$ cat config.mk
export PLATFORM = sky130hd
export DESIGN_NAME = utf16_to_utf8_encoder
export DESIGN_NICKNAME = d
export VERILOG_FILES = /design/src/hw/rtl/u16u8_pkg.sv /design/src/hw/rtl/utf16_to_utf8_encoder.sv /design/src/hw/rtl/u16u8_front.sv /design/src/hw/rtl/u16u8_queue.sv /design/src/hw/rtl/u16u8_back.sv
export SDC_FILE = /design/constraint.sdc
export NUM_CORES = 1
export LEC_CHECK = 0
export ABC_CLOCK_PERIOD_IN_PS = 4600
export BUFFER_PORTS_ARGS = -buffer_cell sky130_fd_sc_hd__buf_2
export CELL_PAD_IN_SITES_DETAIL_PLACEMENT = 1
export CELL_PAD_IN_SITES_GLOBAL_PLACEMENT = 2
export CORE_UTILIZATION = 45
export DETAILED_ROUTE_END_ITERATION = 8
export PLACE_DENSITY_LB_ADDON = 0.1
export SLEW_MARGIN = 15
export SYNTH_ARGS = -nofsm -noshare
export SYNTH_HDL_FRONTEND = slang
export SYNTH_SLANG_ARGS = --single-unit
export TNS_END_PERCENT = 50
$ cat constraint.sdc
create_clock -name clk -period 4.6 [get_ports clk]
set_input_delay 0.69 -clock clk [delete_from_list [all_inputs] [get_ports clk]]
set_output_delay 0.69 -clock clk [all_outputs]
set_load 0.005 [all_outputs]
$ cat src/hw/rtl/u16u8_pkg.sv
// Shared types and constants for the UTF-16 to UTF-8 encoder.
// No dependencies; every other file in hw/rtl imports this package.
package u16u8_pkg;

    // Request codes
    localparam logic REQ_ENCODE = 1'b0;
    localparam logic REQ_FINISH = 1'b1;

    // Byte-slot count of one job (largest output burst of one item)
    localparam int MAX_BYTES  = 6;
    localparam int CNT_W      = $clog2(MAX_BYTES + 1);
    localparam int IDX_W      = $clog2(MAX_BYTES);

    // Decoupling queue between front and back
    localparam int QUEUE_DEPTH = 2;
    localparam int QPTR_W      = $clog2(QUEUE_DEPTH);
    localparam int QCNT_W      = $clog2(QUEUE_DEPTH + 1);

    // Surrogate and range constants
    localparam logic [5:0]  HIGH_SURR_TAG = 6'b110110;   // 0xD800..0xDBFF
    localparam logic [5:0]  LOW_SURR_TAG  = 6'b110111;   // 0xDC00..0xDFFF
    localparam logic [15:0] ONE_BYTE_MAX  = 16'h007f;
    localparam logic [15:0] TWO_BYTE_MAX  = 16'h07ff;
    localparam logic [20:0] SUPPL_BASE    = 21'h10000;

    // UTF-8 lead and continuation marks
    localparam logic [7:0] LEAD4 = 8'hf0;
    localparam logic [7:0] LEAD3 = 8'he0;
    localparam logic [7:0] LEAD2 = 8'hc0;
    localparam logic [7:0] CONT  = 8'h80;

    typedef struct packed {
        logic        req_type;
        logic [15:0] code_unit;
    } in_item_t;

    typedef struct packed {
        logic [7:0] out_byte;
        logic       last_byte;
    } out_item_t;

    // One classified item: bytes in slot order (slot 0 goes first)
    typedef struct packed {
        logic [MAX_BYTES-1:0][7:0] bytes;
        logic [CNT_W-1:0]          count;
    } job_t;

    // Three-byte form of a 16-bit unit, slot 0 first
    function automatic logic [2:0][7:0] three_bytes(input logic [15:0] u);
        logic [2:0][7:0] b;
        b[0] = LEAD3 | {4'h0, u[15:12]};
        b[1] = CONT  | {2'b00, u[11:6]};
        b[2] = CONT  | {2'b00, u[5:0]};
        return b;
    endfunction

endpackage

$ cat src/hw/rtl/utf16_to_utf8_encoder.sv
// Top level of the UTF-16 to UTF-8 encoder: front end, job queue, serializer.
// Depends on u16u8_pkg, u16u8_front, u16u8_queue and u16u8_back.

// One UTF-16 code unit enters per transfer on the push side; the pop side
// delivers its UTF-8 bytes one per cycle while pop is held high, last_byte
// marking the final byte caused by each item. An item yields 1 to 6 bytes
// (a held high surrogate or an empty finish yields none), so ASCII text
// flows at one item per cycle while pop is held high, and three-byte text
// at one item per three output bytes. The single-byte output register sets
// the rate; a two-entry job queue lets input be accepted while bytes of
// earlier items are still waiting. The first byte passes through the job queue and then the output register.
module utf16_to_utf8_encoder (
    input  logic                  clk,
    input  logic                  rst_n,
    input  logic                  push,
    output logic                  full,
    input  u16u8_pkg::in_item_t   in_item,
    output logic                  empty,
    input  logic                  pop,
    output u16u8_pkg::out_item_t  out_item
);
    import u16u8_pkg::*;

    logic push_fire;
    job_t new_job;
    logic new_job_valid;
    job_t head_job;
    logic q_empty;
    logic q_full;
    logic q_pop;

    assign full      = q_full;
    assign push_fire = push && !q_full;

    // Classify incoming units
    u16u8_front u_front (
        .clk       (clk),
        .rst_n     (rst_n),
        .push_fire (push_fire),
        .in_item   (in_item),
        .job       (new_job),
        .job_valid (new_job_valid)
    );

    // Decouple front and back
    u16u8_queue u_queue (
        .clk     (clk),
        .rst_n   (rst_n),
        .wr_en   (new_job_valid),
        .wr_job  (new_job),
        .rd_en   (q_pop),
        .rd_job  (head_job),
        .q_empty (q_empty),
        .q_full  (q_full)
    );

    // Serialize bytes
    u16u8_back u_back (
        .clk      (clk),
        .rst_n    (rst_n),
        .head_job (head_job),
        .q_empty  (q_empty),
        .q_pop    (q_pop),
        .out_item (out_item),
        .empty    (empty),
        .pop      (pop)
    );

`ifndef NO_ASSERTIONS
    // Every queued job carries between one and six bytes
    a_job_count: assert property (@(posedge clk) disable iff (!rst_n)
        new_job_valid |-> (new_job.count != '0 && new_job.count <= CNT_W'(MAX_BYTES)))
        else $error("job with invalid byte count");

    // Never read an empty queue
    a_pop_nonempty: assert property (@(posedge clk) disable iff (!rst_n)
        q_pop |-> !q_empty)
        else $error("job queue underflow");

    // A byte that is not the last of its item is always followed by another
    a_burst_cont: assert property (@(posedge clk) disable iff (!rst_n)
        (!empty && !out_item.last_byte) |=> !empty)
        else $error("byte burst broken before last byte");
`endif

endmodule

$ cat src/hw/rtl/u16u8_front.sv
// Front end: accepts code units, tracks the held high surrogate and
// classifies each item into a job of UTF-8 bytes. Depends on u16u8_pkg.
module u16u8_front (
    input  logic                  clk,
    input  logic                  rst_n,
    input  logic                  push_fire,
    input  u16u8_pkg::in_item_t   in_item,
    output u16u8_pkg::job_t       job,
    output logic                  job_valid
);
    import u16u8_pkg::*;

    logic [15:0]     pending_reg;
    logic [15:0]     pending_next;
    logic            has_pend;
    logic            is_high;
    logic            is_low;
    logic [15:0]     u;
    logic [20:0]     scalar;
    logic [2:0][7:0] flush_bytes;
    logic [2:0][7:0] unit_bytes;
    logic [2:0][7:0] unit_three;
    logic [1:0]      unit_cnt;
    job_t            job_c;

    assign u        = in_item.code_unit;
    assign has_pend = (pending_reg != 16'h0000);
    assign is_high  = (u[15:10] == HIGH_SURR_TAG);
    assign is_low   = (u[15:10] == LOW_SURR_TAG);

    // Combine a surrogate pair into a supplementary scalar
    assign scalar      = {1'b0, pending_reg[9:0], u[9:0]} + SUPPL_BASE;
    assign flush_bytes = three_bytes(pending_reg);
    assign unit_three  = three_bytes(u);

    // Encode the unit on its own
    always_comb
    begin
        unit_bytes = '0;
        unit_cnt   = 2'd0;
        if (u <= ONE_BYTE_MAX)
        begin
            unit_bytes[0] = u[7:0];
            unit_cnt      = 2'd1;
        end
        else if (u <= TWO_BYTE_MAX)
        begin
            unit_bytes[0] = LEAD2 | {3'b000, u[10:6]};
            unit_bytes[1] = CONT  | {2'b00, u[5:0]};
            unit_cnt      = 2'd2;
        end
        else if (!is_high)
        begin
            unit_bytes = unit_three;
            unit_cnt   = 2'd3;
        end
    end

    // Classify the item and build its job
    always_comb
    begin
        job_c        = '0;
        pending_next = pending_reg;
        if (in_item.req_type == REQ_FINISH)
        begin
            if (has_pend)
            begin
                job_c.bytes[2:0] = flush_bytes;
                job_c.count      = CNT_W'(3);
                pending_next     = 16'h0000;
            end
        end
        else if (has_pend && is_low)
        begin
            job_c.bytes[0] = LEAD4 | {5'b00000, scalar[20:18]};
            job_c.bytes[1] = CONT  | {2'b00, scalar[17:12]};
            job_c.bytes[2] = CONT  | {2'b00, scalar[11:6]};
            job_c.bytes[3] = CONT  | {2'b00, scalar[5:0]};
            job_c.count    = CNT_W'(4);
            pending_next   = 16'h0000;
        end
        else
        begin
            if (has_pend)
            begin
                job_c.bytes[2:0] = flush_bytes;
                job_c.bytes[5:3] = unit_bytes;
                job_c.count      = CNT_W'(3) + CNT_W'(unit_cnt);
            end
            else
            begin
                job_c.bytes[2:0] = unit_bytes;
                job_c.count      = CNT_W'(unit_cnt);
            end
            pending_next = is_high ? u : 16'h0000;
        end
    end

    // Hold the pending high surrogate
    always_ff @(posedge clk or negedge rst_n)
    begin
        if (!rst_n)
            pending_reg <= 16'h0000;
        else if (push_fire)
            pending_reg <= pending_next;
    end

    assign job       = job_c;
    assign job_valid = push_fire && (job_c.count != '0);

endmodule

$ cat src/hw/rtl/u16u8_queue.sv
// Short job queue between the front end and the byte serializer.
// Depends on u16u8_pkg for the job type and depth constants.
module u16u8_queue (
    input  logic              clk,
    input  logic              rst_n,
    input  logic              wr_en,
    input  u16u8_pkg::job_t   wr_job,
    input  logic              rd_en,
    output u16u8_pkg::job_t   rd_job,
    output logic              q_empty,
    output logic              q_full
);
    import u16u8_pkg::*;

    job_t              slot_reg [QUEUE_DEPTH];
    logic [QPTR_W-1:0] wr_ptr_reg;
    logic [QPTR_W-1:0] rd_ptr_reg;
    logic [QCNT_W-1:0] count_reg;

    assign q_empty = (count_reg == '0);
    assign q_full  = (count_reg == QCNT_W'(QUEUE_DEPTH));
    assign rd_job  = slot_reg[rd_ptr_reg];

    // Store written jobs
    always_ff @(posedge clk)
    begin
        if (wr_en)
            slot_reg[wr_ptr_reg] <= wr_job;
    end

    // Advance pointers and occupancy
    always_ff @(posedge clk or negedge rst_n)
    begin
        if (!rst_n)
        begin
            wr_ptr_reg <= '0;
            rd_ptr_reg <= '0;
            count_reg  <= '0;
        end
        else
        begin
            if (wr_en)
                wr_ptr_reg <= (wr_ptr_reg == QPTR_W'(QUEUE_DEPTH - 1)) ? '0 : wr_ptr_reg + 1'b1;
            if (rd_en)
                rd_ptr_reg <= (rd_ptr_reg == QPTR_W'(QUEUE_DEPTH - 1)) ? '0 : rd_ptr_reg + 1'b1;
            if (wr_en && !rd_en)
                count_reg <= count_reg + 1'b1;
            else if (rd_en && !wr_en)
                count_reg <= count_reg - 1'b1;
        end
    end

endmodule

$ cat src/hw/rtl/u16u8_back.sv
// Back end: serializes queued jobs into one UTF-8 byte per cycle, unless the
// receiver holds pop low, through a registered output stage. Depends on u16u8_pkg.
module u16u8_back (
    input  logic                  clk,
    input  logic                  rst_n,
    input  u16u8_pkg::job_t       head_job,
    input  logic                  q_empty,
    output logic                  q_pop,
    output u16u8_pkg::out_item_t  out_item,
    output logic                  empty,
    input  logic                  pop
);
    import u16u8_pkg::*;

    job_t             job_reg;
    logic             busy_reg;
    logic [IDX_W-1:0] idx_reg;
    out_item_t        out_reg;
    logic             out_valid_reg;

    job_t             cur_job;
    logic [IDX_W-1:0] cur_idx;
    logic             cur_valid;
    logic             cur_last;
    logic             advance;

    // Pick the byte source: job in progress, else queue head
    assign cur_valid = busy_reg || !q_empty;
    assign cur_job   = busy_reg ? job_reg : head_job;
    assign cur_idx   = busy_reg ? idx_reg : '0;
    assign cur_last  = (CNT_W'(cur_idx) + CNT_W'(1)) == cur_job.count;
    assign advance   = !out_valid_reg || pop;
    assign q_pop     = advance && !busy_reg && !q_empty;

    // Track the job in progress
    always_ff @(posedge clk or negedge rst_n)
    begin
        if (!rst_n)
        begin
            busy_reg <= 1'b0;
            idx_reg  <= '0;
        end
        else if (advance && cur_valid)
        begin
            busy_reg <= !cur_last;
            idx_reg  <= cur_idx + 1'b1;
        end
    end

    always_ff @(posedge clk)
    begin
        if (q_pop)
            job_reg <= head_job;
    end

    // Hold the output byte until transferred
    always_ff @(posedge clk or negedge rst_n)
    begin
        if (!rst_n)
            out_valid_reg <= 1'b0;
        else if (advance)
            out_valid_reg <= cur_valid;
    end

    always_ff @(posedge clk)
    begin
        if (advance && cur_valid)
        begin
            out_reg.out_byte  <= cur_job.bytes[cur_idx];
            out_reg.last_byte <= cur_last;
        end
    end

    assign out_item = out_reg;
    assign empty    = !out_valid_reg;

endmodule

==> results.toml <==
[status]
status = "completed"

[sta]
tightest_slew_ns = 1.02
fin_ws_ns = 1.55
setup_viol_count_final = 0
fmax_mhz = 328
period_minus_slack_ns = 3.05
slew_violations = 0
fin_worst_skew_ns = 0.0149
relSlewSlack = 0.314
finalHoldViolCount = 0
tns_ns = 0
finalCritPeriodShare = 0.663
rsz0062_at_grt = "no"

[logic_synthesis]
synthCells = 523
yosysWarningCount = 0
synth_fp_nets = 549
synth_top_family_by_area = "multiplexers"
synth-seq-cells = 175
synth_top_flop_cell = "edfxtp_1"
synthAdderAreaFrac = 0.00825
postSynthAreaPerCell_um2 = 14.5
synth_seq_area_share = 0.677
yosys.area_share.xor_xnor = 0.0173
synth_area_mm2 = 0.00758
synth_compound_area_frac = 0.0915
ys_types = 54
synth_edf_count = 150
muxShareOfSynthArea = 0.0986
synthArstFlopShare = 0.143
synthSimpleGateAreaFrac = 0.0868

[final_layout]
antenna_cells = 0
largest_reg_flops = 94
drive_gt1_frac = 0.234
nets = 577
syn_to_final_growth_pct = 12.2
final_cells = 784

[placement]
post-place-cells = 752
hpwl_mm = 12.0
place_ws_ns = 1.11
numPortBuffers = 31
gp_congestion = 0.850

[power_and_ir_drop]
vdd_drop_max_mv = 0.267
pwr_density_cell_mw_per_mm2 = 556
power.leakage_nw = 3.11

[detailed_routing]
totalWireLength_mm = 17.1
dr.first_iter.drc_count = 279
drc = 0
postRouteAntennaNets = 0
wl_per_cell_um = 21.9
vias_per_cell = 5.65
drt-pass1-iter-count = 4
vias = 4429

[global_route]
grt_pass1_wl_mm = 26.8
grt_max_degree = 48
track_usage = 0.209
grt_antenna_before_repair = 0
grt_pass1_vias = 4676
grt_overflow = 0

[min_path]
hp-class = "in2async"

[setup_path]
worstReg2RegStart = "u_front.pending_reg[6]$_DFFE_PN0P_"
worstSetupEndpointType = "flop"
start_kind = "primary input"
setup.worst_path.start = "in_item[10]"
worstReg2RegEnd = "u_queue.slot_reg[0][46]$_DFFE_PP_"
worstPathRequired_ns = 4.66
cp_max_fo = 47
reg2reg_slack_ns = 1.75
arrival_ns = 3.11
critPathKind = "in2reg"
critPathCapture = "u_queue.slot_reg[0][46]$_DFFE_PP_"
reg2reg_depth = 8

[flow_run]
cap_violations = 0

[floorplanning]
pin_count = 32
die_area_mm2 = 0.0174
rows = 47
dieWidth_um = 132
core_mm2 = 0.0165
die_h_um = 132
start_util = 0.459

[cts]
cts_setup_buffers = 0
cts.sinks = 175
clock_latency_ns = 0.43
cts-root-buf = "clkbuf_16"
cts_buffers = 17
post_cts_resized = 0
cts.path.max_buffers = 2
cts.htree.levels = 4
hold_buffers = 0
clk_pin_slew_worst_paths_ns = 0.06
tritoncts = "yes"
cell families (layout without fill, tap and decap cells):
logic type	count (synthesis)	after routing
compound gates	98	98
flops	175	175
simple gates	128	128
fa+ha+maj	5	5
xor+xnor	15	15
buf+inv	37	78
mux	65	65
metrics by stage:
stage | total power, mW | instance area, µm² | utilization | hold slack, ns
after floorplan | 3.07 | 7580 | - | 0.394
after global placement | 3.41 | 7970 | 0.482 | 0.510
after detailed placement | 3.46 | 7970 | 0.482 | 0.514
after CTS | 4.77 | 8510 | 0.515 | 0.304
after global routing | 4.94 | 8510 | 0.515 | 0.336
final | 4.73 | 8510 | 0.515 | 0.289
placed cells by master, fill, tap and decap left out, types with 16 or more instances in the layout:
cell / n
o21ai_0: 19
nand2_1: 16
buf_2: 31
clkbuf_16: 17
nor2_1: 57
a21oi_1: 18
mux2_2: 47
dfrtp_1: 24
edfxtp_1: 150
layout make-up:
type	count	area, µm²
flip-flops and latches	175	5130
fillers	1631	8020
multi-input cells	311	2310
repair buffers	38	220
clock inverters	13	108
clock buffers	19	433
well taps	220	275
inverters	8	30.0
synth_stat cells (6+ instances only):
cell type | instances | area [µm²]
edfxtp_1 | 150 | 4500
nor2_1 | 58 | 218
mux2_2 | 47 | 529
dfrtp_1 | 25 | 626
o21ai_0 | 19 | 95.1
a21oi_1 | 18 | 90.1
nand2_1 | 16 | 60.1
a22o_1 | 15 | 131
mux2i_1 | 15 | 150
a22oi_1 | 12 | 90.1
and2_1 | 12 | 75.1
buf_2 | 11 | 55.1
clkbuf_1 | 11 | 41.3
nor2b_1 | 10 | 62.6
xnor2_1 | 9 | 78.8
inv_1 | 8 | 30.0
a31oi_1 | 6 | 37.5
buf_1 | 6 | 22.5
nand3_1 | 6 | 30.0
o2bb2ai_1 | 6 | 52.6
xor2_1 | 6 | 52.6
worst max-delay path, cell delays in order:
cell	delay [ns]
buf_2	0.16
nor4_2	0.27
buf_4	0.22
nand3_1	0.25
nand2_1	0.24
ha_1	0.27
nand3_1	0.12
o311a_4	0.20
nor2b_4	0.13
buf_4	0.52
routing by layer:
layer  track usage  share of wire  up-vias
met2         0.335           0.48      100
met4        0.0601          0.011        0
met3        0.0427          0.034       20
met5             0              0        -
li1              -              -     2039
met1         0.290           0.48     2270
worst min-delay path by stage:
| stage | end | depth (start not counted) |
|---|---|---|
| 6_report | u_back.idx_reg[2]$_DFFE_PN0P_ | 1 |
| 5_1_grt | u_back.idx_reg[2]$_DFFE_PN0P_ | 1 |
| 4_1_cts | u_back.idx_reg[2]$_DFFE_PN0P_ | 1 |
| 3_5_place_dp | u_front.pending_reg[15]$_DFFE_PN0P_ | 1 |
| 3_3_place_gp | u_front.pending_reg[15]$_DFFE_PN0P_ | 1 |
| 2_1_floorplan | u_back.busy_reg$_DFFE_PN0P_ | 0 |
power by group:
part	leakage (nW)	internal (mW)	switching, mW
Combinational	1.13	0.510	0.651
Sequential	1.72	2.09	0.168
Clock	0.260	0.701	0.609
Total	3.11	3.30	1.43
Note: power is estimated with default switching activity, not from simulation.
